==> config.mk <==
export PLATFORM = sky130hd
export DESIGN_NAME = shell_sort_engine_top
export DESIGN_NICKNAME = d
export VERILOG_FILES = /design/src/sv/ssort_pkg.sv /design/src/sv/ssort_ram.sv /design/src/sv/ssort_ctrl.sv /design/src/sv/shell_sort_engine_top.sv
export SDC_FILE = /design/constraint.sdc
export NUM_CORES = 2
export LEC_CHECK = 0
export BUFFER_PORTS_ARGS = -buffer_cell sky130_fd_sc_hd__buf_2
export CAP_MARGIN = 25
export CORE_ASPECT_RATIO = 1.25
export CORE_MARGIN = 4
export CORE_UTILIZATION = 25
export CTS_CLUSTER_DIAMETER = 100
export DETAILED_ROUTE_END_ITERATION = 12
export RECOVER_POWER = 50
export SLEW_MARGIN = 20
export SYNTH_ARGS = -nofsm -noshare
export SYNTH_HDL_FRONTEND = slang
export SYNTH_SLANG_ARGS = --single-unit
==> constraint.sdc <==
create_clock -name i_clk -period 10.85 [get_ports i_clk]
set_input_delay 1.6275 -clock i_clk [delete_from_list [all_inputs] [get_ports i_clk]]
set_output_delay 1.6275 -clock i_clk [all_outputs]
set_load 0.05 [all_outputs]
==> src/sv/ssort_pkg.sv <==
`default_nettype none

package ssort_pkg;

    // element width, fixed by the item format
    localparam int unsigned ValueW = 32;

    // input item
    typedef struct packed {
        logic signed [ValueW-1:0] value;
        logic                     last;
    } t_in;

    // result item
    typedef struct packed {
        logic signed [ValueW-1:0] value_res;
        logic                     last_res;
        logic                     truncated;
    } t_out;

    // load request from the sequencer to the output register
    typedef struct packed {
        logic load;
        logic last;
        logic trunc;
    } t_ld;

endpackage

`default_nettype wire

==> src/sv/ssort_ram.sv <==
`default_nettype none

module ssort_ram #(
    parameter int unsigned W = 32,
    parameter int unsigned D = 64
) (
    input  wire logic                 i_clk,
    input  wire logic                 i_we,
    input  wire logic [$clog2(D)-1:0] i_waddr,
    input  wire logic [W-1:0]         i_wdata,
    input  wire logic [$clog2(D)-1:0] i_raddr,
    output logic      [W-1:0]         o_rdata
);

    logic [W-1:0] r_mem [D];
    logic [W-1:0] r_rdata;

    // write port and registered read port
    always_ff @(posedge i_clk) begin
        if (i_we) begin
            r_mem[i_waddr] <= i_wdata;
        end
        r_rdata <= r_mem[i_raddr];
    end

    assign o_rdata = r_rdata;

endmodule

`default_nettype wire

==> src/sv/ssort_ctrl.sv <==
`default_nettype none

module ssort_ctrl #(
    parameter int unsigned DEPTH = 64
) (
    input  wire logic                            i_clk,
    input  wire logic                            i_rst_n,
    input  wire logic                            i_in_valid,
    input  wire ssort_pkg::t_in                  i_in,
    output logic                                 o_in_stall,
    output logic                                 o_we,
    output logic [$clog2(DEPTH)-1:0]             o_waddr,
    output logic [ssort_pkg::ValueW-1:0]         o_wdata,
    output logic [$clog2(DEPTH)-1:0]             o_raddr,
    input  wire logic [ssort_pkg::ValueW-1:0]    i_rdata,
    output ssort_pkg::t_ld                       o_ld,
    input  wire logic                            i_out_done
);

    localparam int unsigned AW = $clog2(DEPTH);
    localparam int unsigned CW = $clog2(DEPTH + 1);

    typedef enum logic [7:0] {
        S_LOAD  = 8'b0000_0001,
        S_GET   = 8'b0000_0010,
        S_CMP   = 8'b0000_0100,
        S_PLACE = 8'b0000_1000,
        S_NEXT  = 8'b0001_0000,
        S_ORD   = 8'b0010_0000,
        S_OLD   = 8'b0100_0000,
        S_OWAIT = 8'b1000_0000
    } t_state;

    t_state                        r_state, n_state;
    logic [CW-1:0]                 r_cnt, n_cnt;
    logic                          r_ovf, n_ovf;
    logic [CW-1:0]                 r_n, n_n;
    logic [AW-1:0]                 r_gap, n_gap;
    logic [AW-1:0]                 r_i, n_i;
    logic [AW-1:0]                 r_j, n_j;
    logic [AW-1:0]                 r_k, n_k;
    logic [ssort_pkg::ValueW-1:0]  r_cur, n_cur;

    logic                          in_xfer;
    logic                          room;
    logic [CW-1:0]                 load_n;
    logic [AW-1:0]                 load_gap;
    logic [AW-1:0]                 j_dn;
    logic [CW-1:0]                 i_up;
    logic [AW-1:0]                 gap_half;
    logic                          k_last;
    logic                          gt;

    assign in_xfer  = i_in_valid && !o_in_stall;
    assign room     = r_cnt < CW'(DEPTH);
    assign load_n   = room ? r_cnt + CW'(1) : r_cnt;
    assign load_gap = AW'(load_n >> 1);
    assign j_dn     = r_j - r_gap;
    assign i_up     = CW'(r_i) + CW'(1);
    assign gap_half = r_gap >> 1;
    assign k_last   = (CW'(r_k) + CW'(1)) == r_n;
    // compare unit: element one gap back against the held element
    assign gt       = $signed(i_rdata) > $signed(r_cur);

    assign o_in_stall = (r_state != S_LOAD);

    // sequence load, gapped insertion passes and readout
    always_comb begin
        n_state = r_state;
        n_cnt   = r_cnt;
        n_ovf   = r_ovf;
        n_n     = r_n;
        n_gap   = r_gap;
        n_i     = r_i;
        n_j     = r_j;
        n_k     = r_k;
        n_cur   = r_cur;
        o_we    = 1'b0;
        o_waddr = r_j;
        o_wdata = r_cur;
        o_raddr = r_i;
        o_ld    = '0;
        case (r_state)
            S_LOAD: begin
                if (in_xfer) begin
                    if (room) begin
                        o_we    = 1'b1;
                        o_waddr = r_cnt[AW-1:0];
                        o_wdata = i_in.value;
                        n_cnt   = r_cnt + CW'(1);
                    end else begin
                        n_ovf = 1'b1;
                    end
                    if (i_in.last) begin
                        n_n = load_n;
                        if (load_gap == '0) begin
                            n_k     = '0;
                            n_state = S_ORD;
                        end else begin
                            // start the first pass from S_NEXT, after the
                            // last element has landed in the store
                            n_gap   = load_gap;
                            n_i     = load_gap - AW'(1);
                            n_state = S_NEXT;
                        end
                    end
                end
            end
            S_GET: begin
                n_cur   = i_rdata;
                n_j     = r_i;
                o_raddr = r_i - r_gap;
                n_state = S_CMP;
            end
            S_CMP: begin
                o_we = 1'b1;
                if (gt) begin
                    // shift the larger element up one gap
                    o_wdata = i_rdata;
                    n_j     = j_dn;
                    if (j_dn >= r_gap) begin
                        o_raddr = j_dn - r_gap;
                    end else begin
                        n_state = S_PLACE;
                    end
                end else begin
                    n_state = S_NEXT;
                end
            end
            S_PLACE: begin
                o_we    = 1'b1;
                n_state = S_NEXT;
            end
            S_NEXT: begin
                if (i_up < r_n) begin
                    n_i     = i_up[AW-1:0];
                    o_raddr = i_up[AW-1:0];
                    n_state = S_GET;
                end else if (gap_half == '0) begin
                    n_k     = '0;
                    n_state = S_ORD;
                end else begin
                    n_gap   = gap_half;
                    n_i     = gap_half;
                    o_raddr = gap_half;
                    n_state = S_GET;
                end
            end
            S_ORD: begin
                o_raddr = r_k;
                n_state = S_OLD;
            end
            S_OLD: begin
                o_ld.load  = 1'b1;
                o_ld.last  = k_last;
                o_ld.trunc = r_ovf;
                n_state    = S_OWAIT;
            end
            S_OWAIT: begin
                if (i_out_done) begin
                    if (k_last) begin
                        n_cnt   = '0;
                        n_ovf   = 1'b0;
                        n_state = S_LOAD;
                    end else begin
                        n_k     = r_k + AW'(1);
                        n_state = S_ORD;
                    end
                end
            end
            default: begin
                n_state = S_LOAD;
            end
        endcase
    end

    // control state
    always_ff @(posedge i_clk) begin
        if (!i_rst_n) begin
            r_state <= S_LOAD;
            r_cnt   <= '0;
            r_ovf   <= 1'b0;
        end else begin
            r_state <= n_state;
            r_cnt   <= n_cnt;
            r_ovf   <= n_ovf;
        end
    end

    // indexes and held element
    always_ff @(posedge i_clk) begin
        r_n   <= n_n;
        r_gap <= n_gap;
        r_i   <= n_i;
        r_j   <= n_j;
        r_k   <= n_k;
        r_cur <= n_cur;
    end

endmodule

`default_nettype wire

==> src/sv/shell_sort_engine_top.sv <==
`default_nettype none

// Load: one input transfer per cycle in S_LOAD, one store write each until
//   the store is full; later elements only set the overflow flag.
// Sort: each step: S_GET, S_CMP per compare, S_PLACE at the front, S_NEXT.
// Readout: S_ORD, S_OLD, then S_OWAIT until each result is taken.
// Reset: synchronous, active low; clears count, overflow flag and sequencer.
//   Store contents stay undefined; no clearing pass is run.
module shell_sort_engine_top #(
    parameter int unsigned DEPTH = 64
) (
    input  wire logic            i_clk,
    input  wire logic            i_rst_n,
    input  wire logic            i_in_valid,
    input  wire ssort_pkg::t_in  i_in,
    output logic                 o_in_stall,
    output logic                 o_out_valid,
    output ssort_pkg::t_out      o_out,
    input  wire logic            i_out_stall
);

    localparam int unsigned AW = $clog2(DEPTH);

    logic                          we;
    logic [AW-1:0]                 waddr;
    logic [ssort_pkg::ValueW-1:0]  wdata;
    logic [AW-1:0]                 raddr;
    logic [ssort_pkg::ValueW-1:0]  rdata;
    ssort_pkg::t_ld                ld;
    logic                          out_xfer;
    logic                          r_out_valid;
    ssort_pkg::t_out               r_out;

    assign out_xfer = r_out_valid && !i_out_stall;

    ssort_ram #(
        .W (ssort_pkg::ValueW),
        .D (DEPTH)
    ) u_ram (
        .i_clk   (i_clk),
        .i_we    (we),
        .i_waddr (waddr),
        .i_wdata (wdata),
        .i_raddr (raddr),
        .o_rdata (rdata)
    );

    ssort_ctrl #(
        .DEPTH (DEPTH)
    ) u_ctrl (
        .i_clk      (i_clk),
        .i_rst_n    (i_rst_n),
        .i_in_valid (i_in_valid),
        .i_in       (i_in),
        .o_in_stall (o_in_stall),
        .o_we       (we),
        .o_waddr    (waddr),
        .o_wdata    (wdata),
        .o_raddr    (raddr),
        .i_rdata    (rdata),
        .o_ld       (ld),
        .i_out_done (out_xfer)
    );

    // hold the result until transfer
    always_ff @(posedge i_clk) begin
        if (!i_rst_n) begin
            r_out_valid <= 1'b0;
        end else if (ld.load) begin
            r_out_valid <= 1'b1;
        end else if (out_xfer) begin
            r_out_valid <= 1'b0;
        end
    end

    always_ff @(posedge i_clk) begin
        if (ld.load) begin
            r_out.value_res <= $signed(rdata);
            r_out.last_res  <= ld.last;
            r_out.truncated <= ld.trunc;
        end
    end

    assign o_out_valid = r_out_valid;
    assign o_out       = r_out;

    // no input is taken while results are pending
    a_out_blocks_in: assert property (@(posedge i_clk) disable iff (!i_rst_n)
        r_out_valid |-> o_in_stall)
        else $error("input open while a result is pending");

    // a new result never overwrites one not yet transferred
    a_no_overwrite: assert property (@(posedge i_clk) disable iff (!i_rst_n)
        ld.load |-> !r_out_valid)
        else $error("result register overwritten");

    // the end of a run reopens the input
    a_run_end_reopens: assert property (@(posedge i_clk) disable iff (!i_rst_n)
        (out_xfer && r_out.last_res) |=> !o_in_stall)
        else $error("input not reopened after run end");

endmodule

`default_nettype wire

==> summary.txt <==
Pre-antenna DRT Iters: 6
Post-CTS setup buffers: 0
Vias in the first global route: 53370
Clk Latency, worst-skew pair: 0.88 ns
Final Cycle Share: 0.8442
Crit start category: flip-flop
Final Util: 0.2874
CP endpoint kind: flip-flop
Worst VDD drop: 0.3480 mV
Peak Freq: 109.2 MHz
Cell at the slowest stage of the critical path: clkbuf_1
Routed WL: 277200 microns
Storage element area: 65390 sq um
Initial antenna violation count: 9
Reg clk slew, reported paths: 0.06 ns
Least-Margin Pin Slew: 4.152 ns
Gpl congestion: 0.8857
GRT overflow: 0
Fill count: 35160
Worst hold path type: reg2reg
Worst path cell trace: or4_1 > or3_1 > nor3b_1 > clkbuf_1 > nand2_1 > or2_0 > nand3_1 > inv_1 > or3_1 > nor2_4 > clkbuf_1
Die height: 674.6 microns
Vias: 55560
GRT Overall Usage: 0.1453
# hold bufs at CTS: 0
Initial Util: 0.2512
Max cap viols: 58
Nets@finish: 6370
Post-route DRC: 0
Final setup fails: 0
Clk root buf: clkbuf_16
Critical path arrival: 9.53 ns
Vias per inst: 5.005
TritonCTS clock tree: done
Layout cells sized above 1: 0.1150
Int Pwr: 0.01874 W
Synthesized area per cell: 14.30 sq um
Number of gates resized after CTS: 0
Global-route wire length before repair: 391100 microns
Die Width: 541.3 microns
Final antenna-violating net count: 0
Switch share: 0.3827
Core ar.: 353800 sq um
Die ar.: 365200 sq um
Switching power: 0.01162 W
Power share of the sequential group: 0.431
Port Buffers: 72
Crit-path max FO: 39
Largest net degree at the start of global routing: 182
Row count: 244
Predominant post-synthesis flop cell: edfxtp_1
Ys async rst share: 0
Pwr Density: 298.6 nW/um^2
Failing checks: capacitance limit, slew limit
Post-synth EDFFs: 2145
Clock tree buffer depth: 4
Setup TNS: 0 ns
Drt wl/cell: 24.96 microns
DRT iter0 DRCs: 6771
Final hold vios: 0
Layout area overhead: 14.41%
Post-Syn Nets: 6315
RSZ-0062 raised after global routing: no
Pleak: 32.91 nW
Post-synthesis sequential area ratio: 0.7357
WS Path Type: reg2reg
Post-Synthesis Cell Area: 88880 sq um
Min cycle time layout: 9.160 ns
Max-slew headroom: -1.768
Post-synthesis instance total: 6217
Status: complete, but fails checks
Yosys warning count: 0
H-tree levels: 4
Synth cell types: 80
Gate power share: 0.343
Footprint of the multi-input gates: 22380 sq um
Max-slew violation count: 2596
Clk pwr share: 0.226
Clock Sinks: 2194
Num ports: 73
Clk_skew: 0.07495 ns
Crit-path max cell delay: 2.56 ns
Post-DP HPWL: 155700 microns
Register bit count reported by yosys: 2194
TritonCTS buffer count: 210
Critical Path RT: 11.22 ns
critical path: cells and delay by family (launching register included):
family,cells,cell delay [ns]
AND/OR/NAND/NOR,8,4.38
buffers and inverters,3,3.87
flip-flops,1,0.35
layer usage:
| metal | vias to the layer above | GRT usage | share of wire |
|---|---|---|---|
| met5 | - | 0 | 0 |
| met1 | 28320 | 0.1812 | 0.37 |
| li1 | 23650 | - | - |
| met3 | 636 | 0.02134 | 0.087 |
| met2 | 2964 | 0.2391 | 0.47 |
| met4 | 0 | 0.08765 | 0.071 |
through the flow:
step                      setup slack [ns]  std cells  cell area (sq um)  total power (W)  hold slack (ns)
after global routing                 1.512      11100             101700          0.03140           0.5259
after global placement               2.723      10730              95720          0.02307           0.4685
after floorplan                      5.619       6217              88880          0.01830           0.4478
final                                1.690      11100             101700          0.03037           0.4790
after CTS                            3.455      11100             102000          0.03014           0.4798
after detailed placement             3.474      10730              95790          0.02336           0.4709
power by group through the flow:
stage | sequential, W | combinational [W] | clock [W]
floorplan | 0.0129 | 0.00541 | 0
detailed placement | 0.0129 | 0.0105 | 0
CTS | 0.0127 | 0.0105 | 0.00694
finish | 0.0131 | 0.0104 | 0.00685
global route | 0.0131 | 0.0110 | 0.00728
global placement | 0.0129 | 0.0102 | 0
cells in the final DEF, fill, tap and decap left out, types with 39 or more instances in the layout:
master	instances
mux2_2	63
a31oi_1	77
and3_1	137
dfxtp_1	49
clkinv_1	39
o21ai_0	176
edfxtp_1	2145
nor2_1	207
nand3_1	473
a21oi_1	275
nor2_4	53
ha_1	58
clkbuf_16	211
a311oi_1	62
o211ai_1	97
inv_1	64
mux4_2	126
nor3_1	45
mux2i_1	102
nand2_1	1156
clkbuf_1	138
buf_4	94
worst paths after layout:
check | startpoint | end | slack (ns) | depth (start not counted)
worst max-delay path | u_ctrl.r_state[2] | u_ram.r_mem[25][14] | 1.69 | 11
worst min-delay path | u_ctrl.r_ovf | u_ctrl.r_ovf | 0.48 | 2
worst max register to register | u_ctrl.r_state[2] | u_ram.r_mem[25][14] | 1.69 | 11
worst min register to register | u_ctrl.r_ovf | u_ctrl.r_ovf | 0.48 | 2
synthesized netlist by cell type, types with 6 or more instances:
cell / count / area [sq um]
dfxtp_1: 49 / 980.9
a311oi_1: 62 / 543.0
a31oi_1: 77 / 481.7
nor2b_1: 9 / 56.30
a211oi_1: 26 / 195.2
nor4_1: 9 / 56.30
edfxtp_1: 2145 / 64410
o31ai_1: 33 / 247.7
buf_4: 12 / 90.09
nor3_1: 45 / 225.2
a21o_1: 7 / 52.55
and3_1: 138 / 863.3
xor2_1: 11 / 96.34
a22o_1: 31 / 271.5
a21oi_1: 303 / 1516
nand2_1: 1159 / 4350
or2_2: 8 / 50.05
nand3_1: 474 / 2372
buf_2: 98 / 490.5
xnor2_1: 24 / 210.2
or3_1: 35 / 219.0
o21ai_0: 176 / 880.8
o211ai_1: 97 / 728.2
clkbuf_1: 238 / 893.4
buf_1: 43 / 161.4
nor2_1: 261 / 979.7
and2_1: 10 / 62.56
a211o_1: 32 / 280.3
nand2b_1: 17 / 106.4
ha_1: 58 / 725.7
nand4_1: 16 / 100.1
mux2_2: 63 / 709.4
inv_1: 68 / 255.2
mux4_2: 126 / 2838
nor4b_1: 30 / 262.8
nand4b_1: 6 / 52.55
o22ai_1: 33 / 206.5
mux2i_1: 103 / 1031
cells by family after synthesis:
logic type      share of synthesized area
xor+xnor                         0.003449
flops                              0.7357
mux                               0.05151
simple gates                       0.1119
buf+inv                           0.02192
fa+ha+maj                        0.008841
compound gates                    0.06661
registers in the layout (all words and copies together) (netlist names):
| register | count |
|---|---|
| o_out | 34 |
| o_out_valid | 1 |
| u_ctrl.r_cnt | 7 |
| u_ctrl.r_cur | 32 |
| u_ctrl.r_gap | 6 |
| u_ctrl.r_i | 6 |
| u_ctrl.r_j | 6 |
| u_ctrl.r_k | 6 |
| u_ctrl.r_n | 7 |
| u_ctrl.r_ovf | 1 |
| u_ctrl.r_state | 8 |
| u_ram.o_rdata | 32 |
| u_ram.r_mem | 2048 |
layout make-up:
cell class                      count  share of cell area
Inverter                           70            0.002596
Sequential cell                  2194              0.6430
Clock buffer                      267             0.05468
Antenna cell                        3          0.00007382
Tap cell                         4674             0.05751
Clock inverter                     98            0.006459
Multi-Input combinational cell   3558              0.2201
Timing Repair Buffer              238             0.01559
Note: power is estimated with default switching activity, not from simulation.
